### src/sv/osa_pkg.sv
`timescale 1ns / 1ps
// ----------------------------------------------------------------------------
// osa_pkg
// shared types, constants and helpers of the owned slot allocator
// ----------------------------------------------------------------------------
package osa_pkg;

	localparam int SLOTS_DEF = 256;

	// field widths
	localparam int ID_W     = 22;
	localparam int NUM_W    = 16;
	localparam int GRANT_W  = 8;
	localparam int KEY_W    = 32;
	localparam int STATUS_W = 3;

	// free map word geometry
	localparam int MAP_BITS = 64;
	localparam int MAP_BW   = 6;

	// register port
	localparam int ADDR_W = 3;
	localparam int DATA_W = 32;
	// register index bit paddr[2]
	localparam logic REG_REGION_KEY = 1'b0;

	typedef enum logic [STATUS_W-1:0] {
		ST_GOT_ANY  = 3'd0,
		ST_CLAIMED  = 3'd1,
		ST_RELEASED = 3'd2,
		ST_TAKEN    = 3'd3,
		ST_RANGE    = 3'd4,
		ST_FULL     = 3'd5
	} status_t;

	typedef enum logic [1:0] {
		S_CLEAR,
		S_IDLE,
		S_LOOK,
		S_WAIT
	} state_t;

	typedef struct packed {
		logic owner_rd;
		logic owner_wr;
		logic map_rd;
		logic map_wr;
	} mem_cmd_t;

	typedef struct packed {
		logic busy;
		logic any_found;
	} map_stat_t;

	typedef struct packed {
		logic [ID_W-1:0]    reply_to;
		status_t            status;
		logic [GRANT_W-1:0] slot;
		logic [KEY_W-1:0]   key;
		logic               all_rel;
	} rsp_t;

	// lowest zero bit: {found, index}
	function automatic logic [MAP_BW:0] first_zero(input logic [MAP_BITS-1:0] v);
		logic [MAP_BW:0] r;
		r = '0;
		for (int i = MAP_BITS - 1; i >= 0; i--) begin
			if (!v[i]) begin
				r = {1'b1, MAP_BW'(i)};
			end
		end
		return r;
	endfunction

endpackage

### src/sv/osa_bitmap.sv
`timescale 1ns / 1ps
// ----------------------------------------------------------------------------
// osa_bitmap
// held-slot map in 64-bit words, word-full summary and clearing sweep
// ----------------------------------------------------------------------------
module osa_bitmap #(
	parameter int SLOTS = osa_pkg::SLOTS_DEF,
	localparam int WORDS = (SLOTS + osa_pkg::MAP_BITS - 1) / osa_pkg::MAP_BITS,
	localparam int WIDX = (WORDS > 1) ? $clog2(WORDS) : 1
) (
	input  logic                         clk,
	input  logic                         arst_n,
	input  osa_pkg::mem_cmd_t            cmd,
	input  logic [WIDX-1:0]              rd_word,
	input  logic [WIDX-1:0]              wr_word,
	input  logic [osa_pkg::MAP_BITS-1:0] wr_data,
	output logic [osa_pkg::MAP_BITS-1:0] rd_data,
	output logic [WIDX-1:0]              any_word,
	output osa_pkg::map_stat_t           stat
);

	localparam int CLR_W = $clog2(WORDS + 1);
	localparam int REM = SLOTS - (WORDS - 1) * osa_pkg::MAP_BITS;
	// slots past the end of the table read as permanently held
	localparam logic [osa_pkg::MAP_BITS-1:0] LAST_PAD = (REM == osa_pkg::MAP_BITS) ? '0 :
		~((osa_pkg::MAP_BITS'(1) << REM) - osa_pkg::MAP_BITS'(1));

	logic [osa_pkg::MAP_BITS-1:0] mem [WORDS];
	logic [osa_pkg::MAP_BITS-1:0] rd_data_q;
	logic [WORDS-1:0]             full_q;
	logic                         busy_q;
	logic [CLR_W-1:0]             clr_q;
	logic                         clr_last;
	logic [osa_pkg::MAP_BITS-1:0] clr_data;
	logic                         w_en;
	logic [WIDX-1:0]              w_word;
	logic [osa_pkg::MAP_BITS-1:0] w_data;
	logic [osa_pkg::MAP_BITS-1:0] sum_pad;
	logic [osa_pkg::MAP_BW:0]     hit;

	assign clr_last = (32'(clr_q) == WORDS - 1);
	assign clr_data = clr_last ? LAST_PAD : '0;

	assign w_en   = busy_q | cmd.map_wr;
	assign w_word = busy_q ? clr_q[WIDX-1:0] : wr_word;
	assign w_data = busy_q ? clr_data : wr_data;

	always_ff @(posedge clk) begin
		if (w_en) begin
			mem[w_word] <= w_data;
		end
		if (cmd.map_rd) begin
			rd_data_q <= mem[rd_word];
		end
	end

	always_ff @(posedge clk or negedge arst_n) begin
		if (!arst_n) begin
			busy_q <= 1'b1;
			clr_q  <= '0;
			full_q <= '0;
		end else begin
			if (busy_q) begin
				clr_q <= clr_q + CLR_W'(1);
				if (clr_last) begin
					busy_q <= 1'b0;
				end
			end
			if (cmd.map_wr) begin
				full_q[wr_word] <= &wr_data;
			end
		end
	end

	// unused summary positions count as full
	assign sum_pad  = ~(osa_pkg::MAP_BITS'(~full_q));
	assign hit      = osa_pkg::first_zero(sum_pad);
	assign any_word = WIDX'(hit[osa_pkg::MAP_BW-1:0]);

	assign stat.busy      = busy_q;
	assign stat.any_found = hit[osa_pkg::MAP_BW];
	assign rd_data        = rd_data_q;

endmodule

### config.mk
export PLATFORM = sky130hd
export DESIGN_NAME = osa_bitmap
export DESIGN_NICKNAME = d
export VERILOG_FILES = /design/src/sv/osa_pkg.sv /design/src/sv/osa_bitmap.sv
export SDC_FILE = /design/constraint.sdc
export NUM_CORES = 1
export LEC_CHECK = 0
export BUFFER_PORTS_ARGS = -buffer_cell sky130_fd_sc_hd__buf_2
export CORE_MARGIN = 1
export CORE_UTILIZATION = 30
export DETAILED_ROUTE_END_ITERATION = 8
export PLACE_DENSITY = 0.46
export SYNTH_ARGS = -nofsm -noshare
export SYNTH_HDL_FRONTEND = slang
export SYNTH_SLANG_ARGS = --single-unit
### constraint.sdc
create_clock -name clk -period 12.3 [get_ports clk]
set_clock_uncertainty 0.15 [all_clocks]
set_input_delay 3.69 -clock clk [delete_from_list [all_inputs] [get_ports clk]]
set_output_delay 3.69 -clock clk [all_outputs]
set_load 0.03 [all_outputs]
After elaboration in Yosys (flattened, before gate mapping)
Memory sizes are Yosys's and may differ from the RTL's. A register that Yosys moved wholly into a read port is not among the register bits.
Cells that the tools add are included.
{"block": "totals", "register_bits": 8, "ram_bits": 256, "elab_cells": 86, "mem_count": 1}
{"block": "classes", "n_addsub": 1, "magnitude_cmp": 2, "n_eq_ne": 1, "muxes": 73, "n_bitwise": 3, "n_reduce_logical": 2}
{"name": "mem", "depth": 4, "width": 64, "rd": 1, "rd_ports_with_merged_regs": 1, "wr": 1, "line": "osa_bitmap.sv:28", "text": "logic [osa_pkg::MAP_BITS-1:0] mem [WORDS];"}
{"op": "7-bit 2-to-1 mux", "count": 64}
{"op": "64-bit 2-to-1 mux", "count": 1}
{"op": "4-bit inverter with 64-bit output", "count": 1}
{"op": "64-bit inverter", "count": 1}
{"op": "64-bit AND reduction", "count": 1}
{"op": "1-bit 2-to-1 mux", "count": 5}
{"op": "4-bit bitwise mux", "count": 1}
{"op": "3-bit by 1-bit adder with 3-bit output, second input constant", "count": 1}
{"op": "3-bit by 2-bit == test with 1-bit output, second input constant", "count": 1}
{"op": "2-bit by 3-bit less-than comparator with 1-bit output, second input constant", "count": 1}
{"op": "1-bit demux with 2-bit select", "count": 1}
{"op": "2-bit by 1-bit >= comparator with 1-bit output, second input constant", "count": 1}
{"op": "2-bit 2-to-1 mux", "count": 1}
{"op": "1-bit logical AND", "count": 1}
{"op": "1-bit OR", "count": 1}

Logic depth before layout (Yosys ltp)
{"block": "logic_depth", "word_depth": 66, "mapped_depth": 4, "mapped_depth_nobuf": 4}

Least setup slack after synthesis
OpenSTA, ideal clock, no wires.
{"block": "synth_path", "path_kind": "input port to flip-flop", "from": "input port wr_word[1]", "to": "memory mem[0][0] in the netlist's numbering, enable pin", "setup_ns": 0.509, "arrival_time_ns": 7.215, "required_ns": 11.641, "path_slack_ns": 4.426, "stages": 2, "cell_sequence": "or3b_2 o22ai_1"}
{"block": "synth_via", "elab_chain_cells": 1}
{"element": "start, declared", "line": "osa_bitmap.sv:15", "text": "input logic [WIDX-1:0] wr_word,"}
{"element": "2-bit 2-to-1 mux", "line": "osa_bitmap.sv:45", "text": "assign w_word = busy_q ? clr_q[WIDX-1:0] : wr_word;"}
{"element": "end, declared", "line": "osa_bitmap.sv:28"}
No other way between the ends.

Worst setup path in the final report
{"block": "layout_path", "from": "register busy_q", "to": "output port stat[1] in the netlist's numbering"}
{"element": "start, declared", "line": "osa_bitmap.sv:31", "text": "logic busy_q;"}
{"element": "start signal, assigned", "line": "osa_bitmap.sv:59", "text": "busy_q <= 1'b1;"}
{"element": "start signal, assigned", "line": "osa_bitmap.sv:66", "text": "busy_q <= 1'b0;"}
{"element": "end, declared", "line": "osa_bitmap.sv:19", "text": "output osa_pkg::map_stat_t stat"}
No word-level cell between the ends.

==> flow_metrics.py <==
metrics = {
    "status": {
        "run_status": "complete, no violations",
    },
    "synthesis": {
        "avgSynthCellArea_um2": 22.9,
        "yosysTopAreaCellShare": 0.787,
        "synth_area_leaders": "edfxtp_1 79%, mux4_2 11%, nor2b_1 3.3%, dfrtp_1 1.4%, buf_12 0.98%",
        "ys_ff_latch": 328,
        "yosysWarnings": 0,
        "synth-simple-area-share": 0.0499,
        "synthFlopType": "edfxtp_1",
        "netlist_area_um2": 12200,
        "yosysSeqAreaShare": 0.804,
        "synth_adder_area_share": 0.00205,
        "synth-async-reset-ratio": 0.0244,
        "synth_edf_count": 320,
        "synth_most_common_cell": "edfxtp_1",
        "ys_types": 28,
        "synthesis.nets": 610,
        "synthMuxAreaShare": 0.119,
        "synth_compound_area_frac": 0.00554,
        "synth-xor-area-share": 0.000718,
        "postSynthCellCount": 534,
        "synthTopCellsByCount": "320 x edfxtp_1, 65 x nor2b_1, 60 x mux4_2, 17 x nand4_1, 8 x buf_2",
        "yosysTopAreaCell": "edfxtp_1",
        "synth_top_family_by_area": "multiplexers",
    },
    "critical_path": {
        "worstSetupStartpoint": "busy_q",
        "cp_slowest_cell": "dfstp_4",
        "critical_path.cell_chain": "buf_2",
        "crit_path_end_kind": "output pin",
        "worstReg2RegStart": "busy_q",
        "startpoint_type": "flop",
        "worstPathArrival_ns": 2.10,
        "criticalPathCategory": "flop to output pin",
        "cp.buffers_inverters": 1,
        "critPathRequiredTime_ns": 8.46,
        "worstPathMaxFanout": 77,
        "cpLargestDelayFamily": "flip-flops",
        "slowest_delay_ns": 1.24,
    },
    "global_routing": {
        "track_usage": 0.126,
        "antenna_found_initial": 0,
        "grt_pass1_vias": 6335,
        "grt_max_degree": 78,
        "grt_first_pass_wirelength_um": 38500,
        "grt-ovfl-total": 0,
    },
    "floorplan": {
        "io_pins": 142,
        "die_w_um": 204,
        "die_h_um": 204,
        "dieArea_um2": 41500,
        "rows": 73,
        "coreArea_um2": 39900,
        "initial_utilization": 0.306,
    },
    "final_layout": {
        "drive_gt1_frac": 0.366,
        "num-fill-cells": 3685,
        "nNetsFinal": 771,
        "area_growth_pct": 20.4,
        "finalInstanceArea_um2": 14700,
    },
    "flow_run": {
        "maxCapViolCount": 0,
    },
    "routing": {
        "drtIter0Drc": 295,
        "wirelength_um": 25800,
        "vias": 5706,
        "drc": 0,
        "wl_per_cell_um": 20.7,
        "via_per_inst": 4.56,
        "ant_nets": 0,
        "firstDrtPassIters": 6,
    },
    "cts": {
        "root_buffer": "clkbuf_16",
        "clock_sinks": 328,
        "path_clk_slew_ns": 0.05,
        "cts_buffer_depth": 3,
        "insertion_delay_ns": 0.51,
        "cts_made_buffers": 38,
        "cts-resized-gates": 0,
        "h-tree-depth": 2,
        "cts_tree": "yes",
        "cts_setup_buffers": 0,
        "hold_buffers": 0,
    },
    "sta": {
        "min_period_over_period": 0.483,
        "max_slew_margin": 0.265,
        "finalMaxSlewViolations": 0,
        "min_period_ns": 5.94,
        "tightest_slew_ns": 1.10,
        "timing.setup.tns_ns": 0,
        "hold_viol": 0,
        "fmax_ghz": 0.168,
        "setup_violations": 0,
        "rsz0062_at_grt": "false",
    },
    "min_path": {
        "hold_path.class": "flop to flop",
        "hold_start": "full_q[3]",
    },
    "power": {
        "p_per_area_nw_per_um2": 172,
        "ir_drop_uv": 77.2,
        "total_leakage_power_nw": 4.97,
    },
    "placement": {
        "place_hpwl_um": 14400,
        "gp_congestion": 0.686,
        "portBuffers": 138,
        "dpl-instance-area_um2": 13500,
    },
}
## stage by stage
stage               hold slack, ns  utilization  power, W  cells  setup WS [ns]
floorplan                    0.312            -   0.00140    534           4.43
global placement             0.347        0.337   0.00145   1180           6.12
detailed placement           0.353        0.337   0.00146   1180           6.14
CTS                          0.367        0.368   0.00258   1249           6.30
global route                 0.394        0.368   0.00262   1249           6.24
finish                       0.367        0.368   0.00253   1250           6.36
## area by class of cell
| class | instances | area, um2 | share of cell area |
|---|---|---|---|
| flip-flops and latches | 328 | 9810 | 0.668 |
| multi-input cells | 180 | 2230 | 0.151 |
| clock buffers | 48 | 1010 | 0.0687 |
| repair buffers | 145 | 751 | 0.0511 |
| well taps | 525 | 657 | 0.0447 |
| clock inverters | 21 | 226 | 0.0154 |
| inverters | 2 | 7.51 | 0.000511 |
| diodes | 1 | 2.50 | 0.000170 |
## where the power goes
part           internal (W)  switching [W]  total [W]
clock              0.000686       0.000421    0.00111
sequential          0.00128      0.0000100    0.00129
combinational     0.0000504      0.0000920   0.000142
total               0.00201       0.000523    0.00253
## final timing paths
path,end,slack [ns],cells past startpoint
max,stat[1],6.36,1
min,full_q[3],0.37,2
max reg2reg,mem[3][23],8.84,4
min reg2reg,full_q[3],0.37,2
max in group asynchronous,busy_q,8.88,1
min in group asynchronous,full_q[3],2.87,1
## layout by cell type (no fill, tap or decap)
cell type,n
diode_2,1
mux4_1,4
dfstp_4,1
o21ai_0,5
a21boi_0,1
buf_4,10
nor4_1,4
a21oi_1,2
nor2_1,1
ha_1,2
inv_6,1
nand2_1,7
o22ai_4,4
inv_1,2
mux4_2,60
or3b_2,1
bufinv_16,5
nand2b_1,2
clkinv_2,9
conb_1,1
dfrtp_1,7
nand4_1,17
xor2_1,1
nor2b_1,65
buf_2,135
clkbuf_16,39
edfxtp_1,320
nand3b_1,2
nand3_1,1
clkinv_1,6
clkbuf_1,9
## cell families after synthesis
logic type | after synthesis
AO/OA/AOI/OAI | 12
XOR/XNOR | 1
adder cells (fa/ha/maj) | 2
buffers and inverters | 26
flip-flops | 328
multiplexers | 64
other | 1
AND/OR/NAND/NOR | 100
## sequential cells by signal, indices dropped and copies added (netlist names)
register,count
busy_q,1
clr_q,3
full_q,4
mem,256
rd_data,64
## routing by layer
| layer | routed length (um) | GRT usage | vias up |
|---|---|---|---|
| li1 | - | - | 2525 |
| met1 | 11100 | 0.161 | 2983 |
| met2 | 12900 | 0.213 | 150 |
| met3 | 1310 | 0.0281 | 48 |
| met4 | 589 | 0.0376 | 0 |
| met5 | 0 | 0 | - |
No activity file was read; power rests on OpenSTA's default activity.
