--- config.mk ---
export PLATFORM = sky130hd
export DESIGN_NAME = osa_ctrl
export DESIGN_NICKNAME = d
export VERILOG_FILES = /design/src/sv/osa_pkg.sv /design/src/sv/osa_ctrl.sv
export SDC_FILE = /design/constraint.sdc
export NUM_CORES = 1
export LEC_CHECK = 0
export BUFFER_PORTS_ARGS = -buffer_cell sky130_fd_sc_hd__buf_4
export CAP_MARGIN = 0
export CORE_MARGIN = 2
export CORE_UTILIZATION = 35
export CTS_CLUSTER_DIAMETER = 40
export DETAILED_ROUTE_END_ITERATION = 6
export HOLD_SLACK_MARGIN = 0.15
export MAX_ROUTING_LAYER = met4
export PLACE_DENSITY_LB_ADDON = 0.05
export SLEW_MARGIN = 20
export SYNTH_ARGS = -nofsm -noshare
export SYNTH_HDL_FRONTEND = slang
export SYNTH_SLANG_ARGS = --single-unit
--- constraint.sdc ---
create_clock -name clk -period 7.5 [get_ports clk]
set_clock_uncertainty 0.15 [all_clocks]
set_input_delay 0.375 -clock clk [delete_from_list [all_inputs] [get_ports clk]]
set_output_delay 0.375 -clock clk [all_outputs]
set_load 0.05 [all_outputs]
--- src/sv/osa_pkg.sv ---
`timescale 1ns / 1ps
// ----------------------------------------------------------------------------
// osa_pkg
// shared types, constants and helpers of the owned slot allocator
// ----------------------------------------------------------------------------
package osa_pkg;

	localparam int SLOTS_DEF = 256;

	// field widths
	localparam int ID_W     = 22;
	localparam int NUM_W    = 16;
	localparam int GRANT_W  = 8;
	localparam int KEY_W    = 32;
	localparam int STATUS_W = 3;

	// free map word geometry
	localparam int MAP_BITS = 64;
	localparam int MAP_BW   = 6;

	// register port
	localparam int ADDR_W = 3;
	localparam int DATA_W = 32;
	// register index bit paddr[2]
	localparam logic REG_REGION_KEY = 1'b0;

	typedef enum logic [STATUS_W-1:0] {
		ST_GOT_ANY  = 3'd0,
		ST_CLAIMED  = 3'd1,
		ST_RELEASED = 3'd2,
		ST_TAKEN    = 3'd3,
		ST_RANGE    = 3'd4,
		ST_FULL     = 3'd5
	} status_t;

	typedef enum logic [1:0] {
		S_CLEAR,
		S_IDLE,
		S_LOOK,
		S_WAIT
	} state_t;

	typedef struct packed {
		logic owner_rd;
		logic owner_wr;
		logic map_rd;
		logic map_wr;
	} mem_cmd_t;

	typedef struct packed {
		logic busy;
		logic any_found;
	} map_stat_t;

	typedef struct packed {
		logic [ID_W-1:0]    reply_to;
		status_t            status;
		logic [GRANT_W-1:0] slot;
		logic [KEY_W-1:0]   key;
		logic               all_rel;
	} rsp_t;

	// lowest zero bit: {found, index}
	function automatic logic [MAP_BW:0] first_zero(input logic [MAP_BITS-1:0] v);
		logic [MAP_BW:0] r;
		r = '0;
		for (int i = MAP_BITS - 1; i >= 0; i--) begin
			if (!v[i]) begin
				r = {1'b1, MAP_BW'(i)};
			end
		end
		return r;
	endfunction

endpackage

--- src/sv/osa_ctrl.sv ---
`timescale 1ns / 1ps
// ----------------------------------------------------------------------------
// osa_ctrl
// request sequencer: early checks, map/owner read-modify-write, reply register
// ----------------------------------------------------------------------------
module osa_ctrl #(
	parameter int SLOTS = osa_pkg::SLOTS_DEF,
	localparam int SW = $clog2(SLOTS),
	localparam int WORDS = (SLOTS + osa_pkg::MAP_BITS - 1) / osa_pkg::MAP_BITS,
	localparam int WIDX = (WORDS > 1) ? $clog2(WORDS) : 1
) (
	input  logic                          clk,
	input  logic                          arst_n,
	input  logic                          req_valid,
	output logic                          req_stall,
	input  logic [osa_pkg::ID_W-1:0]      requester_id,
	input  logic                          want_any,
	input  logic [osa_pkg::NUM_W-1:0]     slot_number,
	output logic                          rsp_valid,
	input  logic                          rsp_stall,
	output osa_pkg::rsp_t                 rsp,
	input  logic [osa_pkg::KEY_W-1:0]     region_key,
	output osa_pkg::mem_cmd_t             cmd,
	output logic [SW-1:0]                 owner_rd_addr,
	output logic [SW-1:0]                 owner_wr_addr,
	output logic [osa_pkg::ID_W-1:0]      owner_wr_data,
	input  logic [osa_pkg::ID_W-1:0]      owner_rd_data,
	output logic [WIDX-1:0]               map_rd_word,
	output logic [WIDX-1:0]               map_wr_word,
	output logic [osa_pkg::MAP_BITS-1:0]  map_wr_data,
	input  logic [osa_pkg::MAP_BITS-1:0]  map_rd_data,
	input  logic [WIDX-1:0]               any_word,
	input  osa_pkg::map_stat_t            map_stat
);

	localparam int FW = WIDX + osa_pkg::MAP_BW;
	localparam int CW = $clog2(SLOTS + 1);

	osa_pkg::state_t  state_q, state_d;
	logic             acc, reject, out_free, load_out, load_pend;
	logic             in_look;
	logic [osa_pkg::ID_W-1:0] id_q;
	logic             any_q;
	logic [FW-1:0]    slot_q;
	logic [FW-1:0]    named_slot;
	logic [CW-1:0]    cnt_q, cnt_d, cnt_dec;
	osa_pkg::status_t early_st;
	osa_pkg::rsp_t    early_rsp, look_rsp, rsp_d, pend_q, rsp_q;
	logic             rsp_valid_q;
	logic [osa_pkg::MAP_BW:0]     free_hit;
	logic [FW-1:0]                look_slot;
	logic [osa_pkg::MAP_BITS-1:0] bit_mask;
	logic             held, own, do_set, do_clr;

	assign acc        = req_valid && !req_stall;
	assign out_free   = !rsp_valid_q || !rsp_stall;
	assign in_look    = (state_q == osa_pkg::S_LOOK);
	assign named_slot = FW'(slot_number[SW-1:0]);

	// checks that need no table access
	always_comb begin
		reject   = 1'b1;
		early_st = osa_pkg::ST_TAKEN;
		priority if (requester_id == '0) begin
			early_st = osa_pkg::ST_TAKEN;
		end else if (want_any) begin
			if (cnt_q == CW'(SLOTS) || !map_stat.any_found) begin
				early_st = osa_pkg::ST_FULL;
			end else begin
				reject = 1'b0;
			end
		end else if (32'(slot_number) >= SLOTS) begin
			early_st = osa_pkg::ST_RANGE;
		end else begin
			reject = 1'b0;
		end
	end

	always_comb begin
		early_rsp          = '0;
		early_rsp.reply_to = requester_id;
		early_rsp.status   = early_st;
	end

	// lookup stage, map word and owner are on the read ports
	assign free_hit  = osa_pkg::first_zero(map_rd_data);
	assign look_slot = any_q ? {slot_q[FW-1:osa_pkg::MAP_BW],
		free_hit[osa_pkg::MAP_BW-1:0]} : slot_q;
	assign bit_mask  = osa_pkg::MAP_BITS'(1) << look_slot[osa_pkg::MAP_BW-1:0];
	assign held      = |(map_rd_data & bit_mask);
	assign own       = held && (owner_rd_data == id_q);
	assign cnt_dec   = (cnt_q != '0) ? cnt_q - CW'(1) : '0;

	always_comb begin
		do_set            = 1'b0;
		do_clr            = 1'b0;
		cnt_d             = cnt_q;
		look_rsp          = '0;
		look_rsp.reply_to = id_q;
		look_rsp.status   = osa_pkg::ST_TAKEN;
		priority if (any_q) begin
			if (free_hit[osa_pkg::MAP_BW]) begin
				do_set          = 1'b1;
				cnt_d           = cnt_q + CW'(1);
				look_rsp.status = osa_pkg::ST_GOT_ANY;
				look_rsp.slot   = osa_pkg::GRANT_W'(look_slot);
				look_rsp.key    = region_key;
			end else begin
				look_rsp.status = osa_pkg::ST_FULL;
			end
		end else if (own) begin
			do_clr           = 1'b1;
			cnt_d            = cnt_dec;
			look_rsp.status  = osa_pkg::ST_RELEASED;
			look_rsp.slot    = osa_pkg::GRANT_W'(look_slot);
			look_rsp.all_rel = (cnt_dec == '0);
		end else if (!held) begin
			do_set          = 1'b1;
			cnt_d           = cnt_q + CW'(1);
			look_rsp.status = osa_pkg::ST_CLAIMED;
			look_rsp.slot   = osa_pkg::GRANT_W'(look_slot);
			look_rsp.key    = region_key;
		end else begin
			look_rsp.status = osa_pkg::ST_TAKEN;
		end
	end

	assign map_wr_data   = do_set ? (map_rd_data | bit_mask) : (map_rd_data & ~bit_mask);
	assign map_wr_word   = look_slot[FW-1:osa_pkg::MAP_BW];
	assign owner_wr_addr = look_slot[SW-1:0];
	assign owner_wr_data = id_q;
	assign map_rd_word   = want_any ? any_word : named_slot[FW-1:osa_pkg::MAP_BW];
	assign owner_rd_addr = slot_number[SW-1:0];

	always_comb begin
		unique case (state_q)
			osa_pkg::S_LOOK: rsp_d = look_rsp;
			osa_pkg::S_WAIT: rsp_d = pend_q;
			default:         rsp_d = early_rsp;
		endcase
	end

	// next state
	always_comb begin
		state_d = state_q;
		unique case (state_q)
			osa_pkg::S_CLEAR: begin
				if (!map_stat.busy) begin
					state_d = osa_pkg::S_IDLE;
				end
			end
			osa_pkg::S_IDLE: begin
				if (req_valid) begin
					if (!reject) begin
						state_d = osa_pkg::S_LOOK;
					end else if (!out_free) begin
						state_d = osa_pkg::S_WAIT;
					end
				end
			end
			osa_pkg::S_LOOK: begin
				state_d = out_free ? osa_pkg::S_IDLE : osa_pkg::S_WAIT;
			end
			osa_pkg::S_WAIT: begin
				if (out_free) begin
					state_d = osa_pkg::S_IDLE;
				end
			end
			default: state_d = osa_pkg::S_CLEAR;
		endcase
	end

	// outputs
	always_comb begin
		req_stall    = 1'b1;
		cmd          = '0;
		load_out     = 1'b0;
		load_pend    = 1'b0;
		unique case (state_q)
			osa_pkg::S_CLEAR: begin
				req_stall = 1'b1;
			end
			osa_pkg::S_IDLE: begin
				req_stall    = 1'b0;
				cmd.map_rd   = req_valid && !reject;
				cmd.owner_rd = req_valid && !reject;
				load_out     = req_valid && reject && out_free;
				load_pend    = req_valid && reject && !out_free;
			end
			osa_pkg::S_LOOK: begin
				cmd.map_wr   = do_set || do_clr;
				cmd.owner_wr = do_set;
				load_out     = out_free;
				load_pend    = !out_free;
			end
			osa_pkg::S_WAIT: begin
				load_out = out_free;
			end
			default: begin
				req_stall = 1'b1;
			end
		endcase
	end

	always_ff @(posedge clk or negedge arst_n) begin
		if (!arst_n) begin
			state_q     <= osa_pkg::S_CLEAR;
			rsp_valid_q <= 1'b0;
			cnt_q       <= '0;
		end else begin
			state_q <= state_d;
			if (in_look) begin
				cnt_q <= cnt_d;
			end
			if (load_out) begin
				rsp_valid_q <= 1'b1;
			end else if (!rsp_stall) begin
				rsp_valid_q <= 1'b0;
			end
		end
	end

	always_ff @(posedge clk) begin
		if (acc) begin
			id_q   <= requester_id;
			any_q  <= want_any;
			slot_q <= want_any ? {any_word, osa_pkg::MAP_BW'(0)} : named_slot;
		end
		if (load_pend) begin
			pend_q <= rsp_d;
		end
		if (load_out) begin
			rsp_q <= rsp_d;
		end
	end

	assign rsp_valid = rsp_valid_q;
	assign rsp       = rsp_q;

endmodule

### After elaboration in Yosys (flattened, before gate mapping)

Cells that the tools add are included.

| storage, ports and cells | value |
|---|---|
| register bits after elaboration | 175 |
| input port bits | 165 |

| cells by class | value |
|---|---|
| order comparisons | 1 |
| add/subtract/negate cells | 2 |
| reductions and logical operators | 22 |
| shift operators | 1 |
| mux-type cells | 112 |
| equal/unequal tests | 12 |
| bitwise logic cells | 4 |

Operators with widths:

| kind | number |
|---|---|
| $mux 7 | 64 |
| $pmux 66 s2 | 1 |
| $and 64x64->64 | 2 |
| $mux 40 | 2 |
| $mux 64 | 1 |
| $not 64->64 | 1 |
| $or 64x64->64 | 1 |
| $reduce_or 64->1 | 1 |
| $shl 1x6->64 const A | 1 |
| $mux 9 | 5 |
| $mux 43 | 1 |
| $mux 32 | 1 |
| $eq 22x22->1 | 1 |
| $logic_not 22->1 | 1 |
| $mux 1 | 18 |
| $ge 16x9->1 const B | 1 |
| $mux 2 | 8 |
| $mux 3 | 5 |
| $mux 10 | 1 |
| $add 9x1->9 const B | 1 |
| $eq 9x9->1 const B | 1 |
| $logic_not 9->1 | 1 |
| $reduce_bool 9->1 | 1 |
| $sub 9x1->9 const B | 1 |
| other kinds (17) | 33 |

### Longest topological paths before layout

| depth | value |
|---|---|
| word-level depth | 73 |
| mapped depth | 18 |

### Worst setup path before layout

OpenSTA, ideal clock, no wires.

| path | value |
|---|---|
| path type | reg-to-reg |
| start | register cnt_q[0] |
| end | register rsp_valid_q, in the netlist rsp_valid |
| data arrival time | 7.374 ns |
| library setup time | 0.095 ns |
| path slack | -0.119 ns |
| data required time | 7.255 ns |
| buffers on the path | 0 |
| stages on the path, launching flop included | 12 |
| cell sequence | dfrtp_1 > inv_1 > ha_1 > nand3_1 > or3_1 > nor3_1 > nand2_1 > a31oi_1 > or2_2 > nand2_1 > a211oi_1 > or2_2 |

| between the ends | value |
|---|---|
| cells in the longest elaborated chain, start to end | 9 |
| elaborated cells between the ends (all ways) | 10 |

Ends and longest elaborated chain:

| item | line | RTL |
|---|---|---|
| start: declaration | osa_ctrl.sv:46 | `logic [CW-1:0] cnt_q, cnt_d, cnt_dec;` |
| start signal: assignment | osa_ctrl.sv:213 | `cnt_q <= cnt_d;` |
| $eq 9x9->1 (*) | osa_ctrl.sv:67 | `if (cnt_q == CW'(SLOTS) \|\| !map_stat.any_found) begin` |
| $logic_or 1x1->1 (*) | osa_ctrl.sv:67 |  |
| $mux 1 (*) | osa_ctrl.sv:67 |  |
| $mux 1 (*) | osa_ctrl.sv:66 | `end else if (want_any) begin` |
| $mux 1 (*) | osa_ctrl.sv:64 | `priority if (requester_id == '0) begin` |
| $logic_and 1x1->1 (*) (2 in series) | osa_ctrl.sv:187 | `load_out = req_valid && reject && out_free;` |
| $pmux 1 s2 (*) | osa_ctrl.sv:179 | `unique case (state_q)` |
| net load_out | osa_ctrl.sv:40 | `logic acc, reject, out_free, load_out, load_pend;` |
| $ne 2x1->1 (no source line) or $mux 1 (tied branches) | n/a |  |
| end signal: assignment | osa_ctrl.sv:208 | `rsp_valid_q <= 1'b0;` |
| end signal: assignment | osa_ctrl.sv:216 | `rsp_valid_q <= 1'b1;` |
| end signal: assignment | osa_ctrl.sv:218 | `rsp_valid_q <= 1'b0;` |
| end: declaration | osa_ctrl.sv:49 | `logic rsp_valid_q;` |

Mark *: on every way through the listed nets, which the timed path passes. The rest lies on a longest branch.
A chain may end at the register's enable or synchronous reset.

==> flow_summary.ini <==
[synth]
syn_avg_cell_area_sq_um = 10.6
yosys_warnings = 0
ys_seq_area_share_pct = 50.9
synth_area_sq_um = 10200
synth_top_area_share_pct = 48.0
ys.flop_type = edfxtp_1
synth-compound-area-share_pct = 16.1
synth-xor-area-share_pct = 7.38
synth_top_family_by_area = simple AND/OR/NAND/NOR gates
synthAdderAreaFrac_pct = 0.859
async_reset_ff_share_pct = 6.86
yosys-top-cells-count = 163 x edfxtp_1, 115 x nand2_1, 65 x nor2_1
synth_nets = 1131
synth.area.mux_share_pct = 1.05
synthSimpleGateAreaFrac_pct = 18.9
synthCells = 959
yosysMostFrequentCell = edfxtp_1
ys_ff_latch = 175
synth_top_area_cell = edfxtp_1
yosysUniqueCellTypes = 92
netlist_top_cells_area = edfxtp_1 48%, nand2_1 4.2%, a22o_1 4.1%
synth-edff-count = 163

[route]
drt-vias-per-instance = 5.38
dr.pass1.iters = 7
drc = 2
wl_mm = 36.8
ant_nets = 0
num_vias = 9273
drt_iter0_markers = 761
routedWlPerCell_um = 21.4

[placement]
io_buffers = 342
place_hpwl_mm = 27.1
placed_cell_area_sq_um = 13000
place.gp.congestion = 0.925

[power]
vdd_ir_drop_max_mv = 0.244
fin_total_pwr_w = 0.00482
pwr_density_cell_nw_per_um2 = 338
p_leak_nw = 5.68

[critical_path]
r2r.worst_path.cells = 11
crit_chain = nand3_1 -> a21oi_1 -> nand3_1 -> o31ai_2 -> a21o_1 -> o211ai_2 -> nor4b_4 -> o211ai_2 -> and2_1 -> nor2_8 -> buf_4
crit_fanout = 33
path_class = reg2out
crit_path_max_incr_delay_ns = 0.89
r2r_end = pend_q[17]
r2r_slack_ns = 2.39
start_kind = register
slowest_stage = o31ai_2
required_ns = 6.97
cp_top_family = compound AO/OA/AOI/OAI gates
worst-path-buf-inv = 1
crit_path_end_kind = output pin
cp.arrival_ns = 5.18
r2r_start = any_q

[timing]
hold_viol = 0
worst_pin_slew_ns = 1.15
max_freq_ghz = 0.175
whs_ns = 0.161
drv_slew = 0
period_needed_ns = 5.71
setup_violations = 0
rsz0062_at_grt = no
slew-limit-headroom_pct = 22.5
fin_setup_tns_ns = 0
fin_crit_sh_pct = 76.1

[floorplanning]
rows = 62
core_area_sq_um = 28700
start_util_pct = 35.5
dieArea_sq_um = 30500
die_h_um = 175
die_w_um = 175
ios = 343

[global_route]
grtUsageMet3_pct = 4.40
grt_pass1_wl_mm = 54.7
grt_pass1_vias = 8875
use_met1_pct = 33.9
grtUsageMet2_pct = 35.8
grt_usage_pct = 24.1
grt_overflow_total = 0
grt.busiest_layer = met2
antenna_found_initial = 0
grt_max_degree = 70

[layout]
final_layout_size_suffix_gt1_share_pct = 31.6
nets = 1498
fill_cells = 2734
final_area_sq_um = 14200
n_antenna_cell = 0
synthToLayoutAreaGrowth_pct = 39.6

[min_path]
hold_end = any_q
hp-class = in2reg
worstHoldStart = want_any
whs_path_depth = 1

[clock_tree]
clock-root-buffer = clkbuf_16
clkTransAtPathRegs_ns = 0.07
cts_tree = built
insertion_delay_ns = 0.43
cts_resized = 0
ctsLongestPathBuffers = 2
numCtsBuffers = 17
cts.sinks = 175
cts-htree-levels = 4

[run_status]
status = complete, but fails checks
violations = DRC

[run]
cap_violations = 0
[flip-flops by register name, indices dropped and copies added, names as in the netlist]
name / flops
owner_wr_data: 22
state_q: 2
slot_q: 8
any_q: 1
rsp_valid: 1
cnt_q: 9
rsp: 66
pend_q: 66
[worst max-delay path by stage]
stage                          startpoint        end  depth (start not counted)
after floorplan                  cnt_q[0]  pend_q[0]                         10
after CTS                           any_q     cmd[2]                         11
after detailed placement  map_rd_data[62]     cmd[2]                         13
final                               any_q     cmd[2]                         11
after global placement    map_rd_data[58]     cmd[2]                         13
after global routing                any_q     cmd[2]                         11
[logic make-up after synthesis]
logic type,count (synthesis)
AOI/OAI and AO/OA,214
xor gates and xnor gates,86
adders and majority gates,7
buffers and inverters,96
DFF,175
muxes,10
and+or+nand+nor,371
[repair_timing]
action	4_1_cts	5_1_grt
hold buffers	63	0
endpoints found under the hold margin	142	0
buffers inserted	0	0
[metrics by stage]
step                std cells  worst slack, ns  util (%)
floorplan                 959             1.70         -
global placement         1628             2.07      45.2
detailed placement       1628             2.05      45.2
CTS                      1723             1.78      49.6
global route             1723             1.44      49.6
finish                   1723             1.79      49.6
[layer usage]
metal | vias up | wire [um] | share of wire [%]
met1 | 4480 | 16800 | 46
met2 | 405 | 16700 | 45
met5 | - | 0 | 0
met3 | 36 | 2630 | 7.1
met4 | 0 | 684 | 1.9
li1 | 4352 | - | -
[cell type report]
cell class	instances	area, sq um	share of cell area [%]
multi-input cells	688	4560	32.0
well taps	384	480	3.37
clock inverters	15	209	1.47
clock buffers	17	425	2.99
flip-flops and latches	175	5190	36.5
repair buffers	411	3240	22.8
inverters	33	124	0.870
[report_power, final]
part | internal (W) | total, W | switching (W) | leakage (nW)
logic | 0.000647 | 0.00232 | 0.00167 | 3.72
registers | 0.00147 | 0.00158 | 0.000112 | 1.66
clock network | 0.000462 | 0.000913 | 0.000451 | 0.303
total | 0.00258 | 0.00482 | 0.00224 | 5.68
[cells in the final DEF (no fill, tap or decap), types with 30 or more instances in the layout]
master and n:
a21oi_1 30, a22o_1 48, buf_4 348, dlygate4sd3_1 63, edfxtp_1 163, inv_1 31
nand2_1 115, nand3_1 51, nor2_1 64, xnor2_1 40, xor2_1 46
No activity file was read; power rests on OpenSTA's default activity.
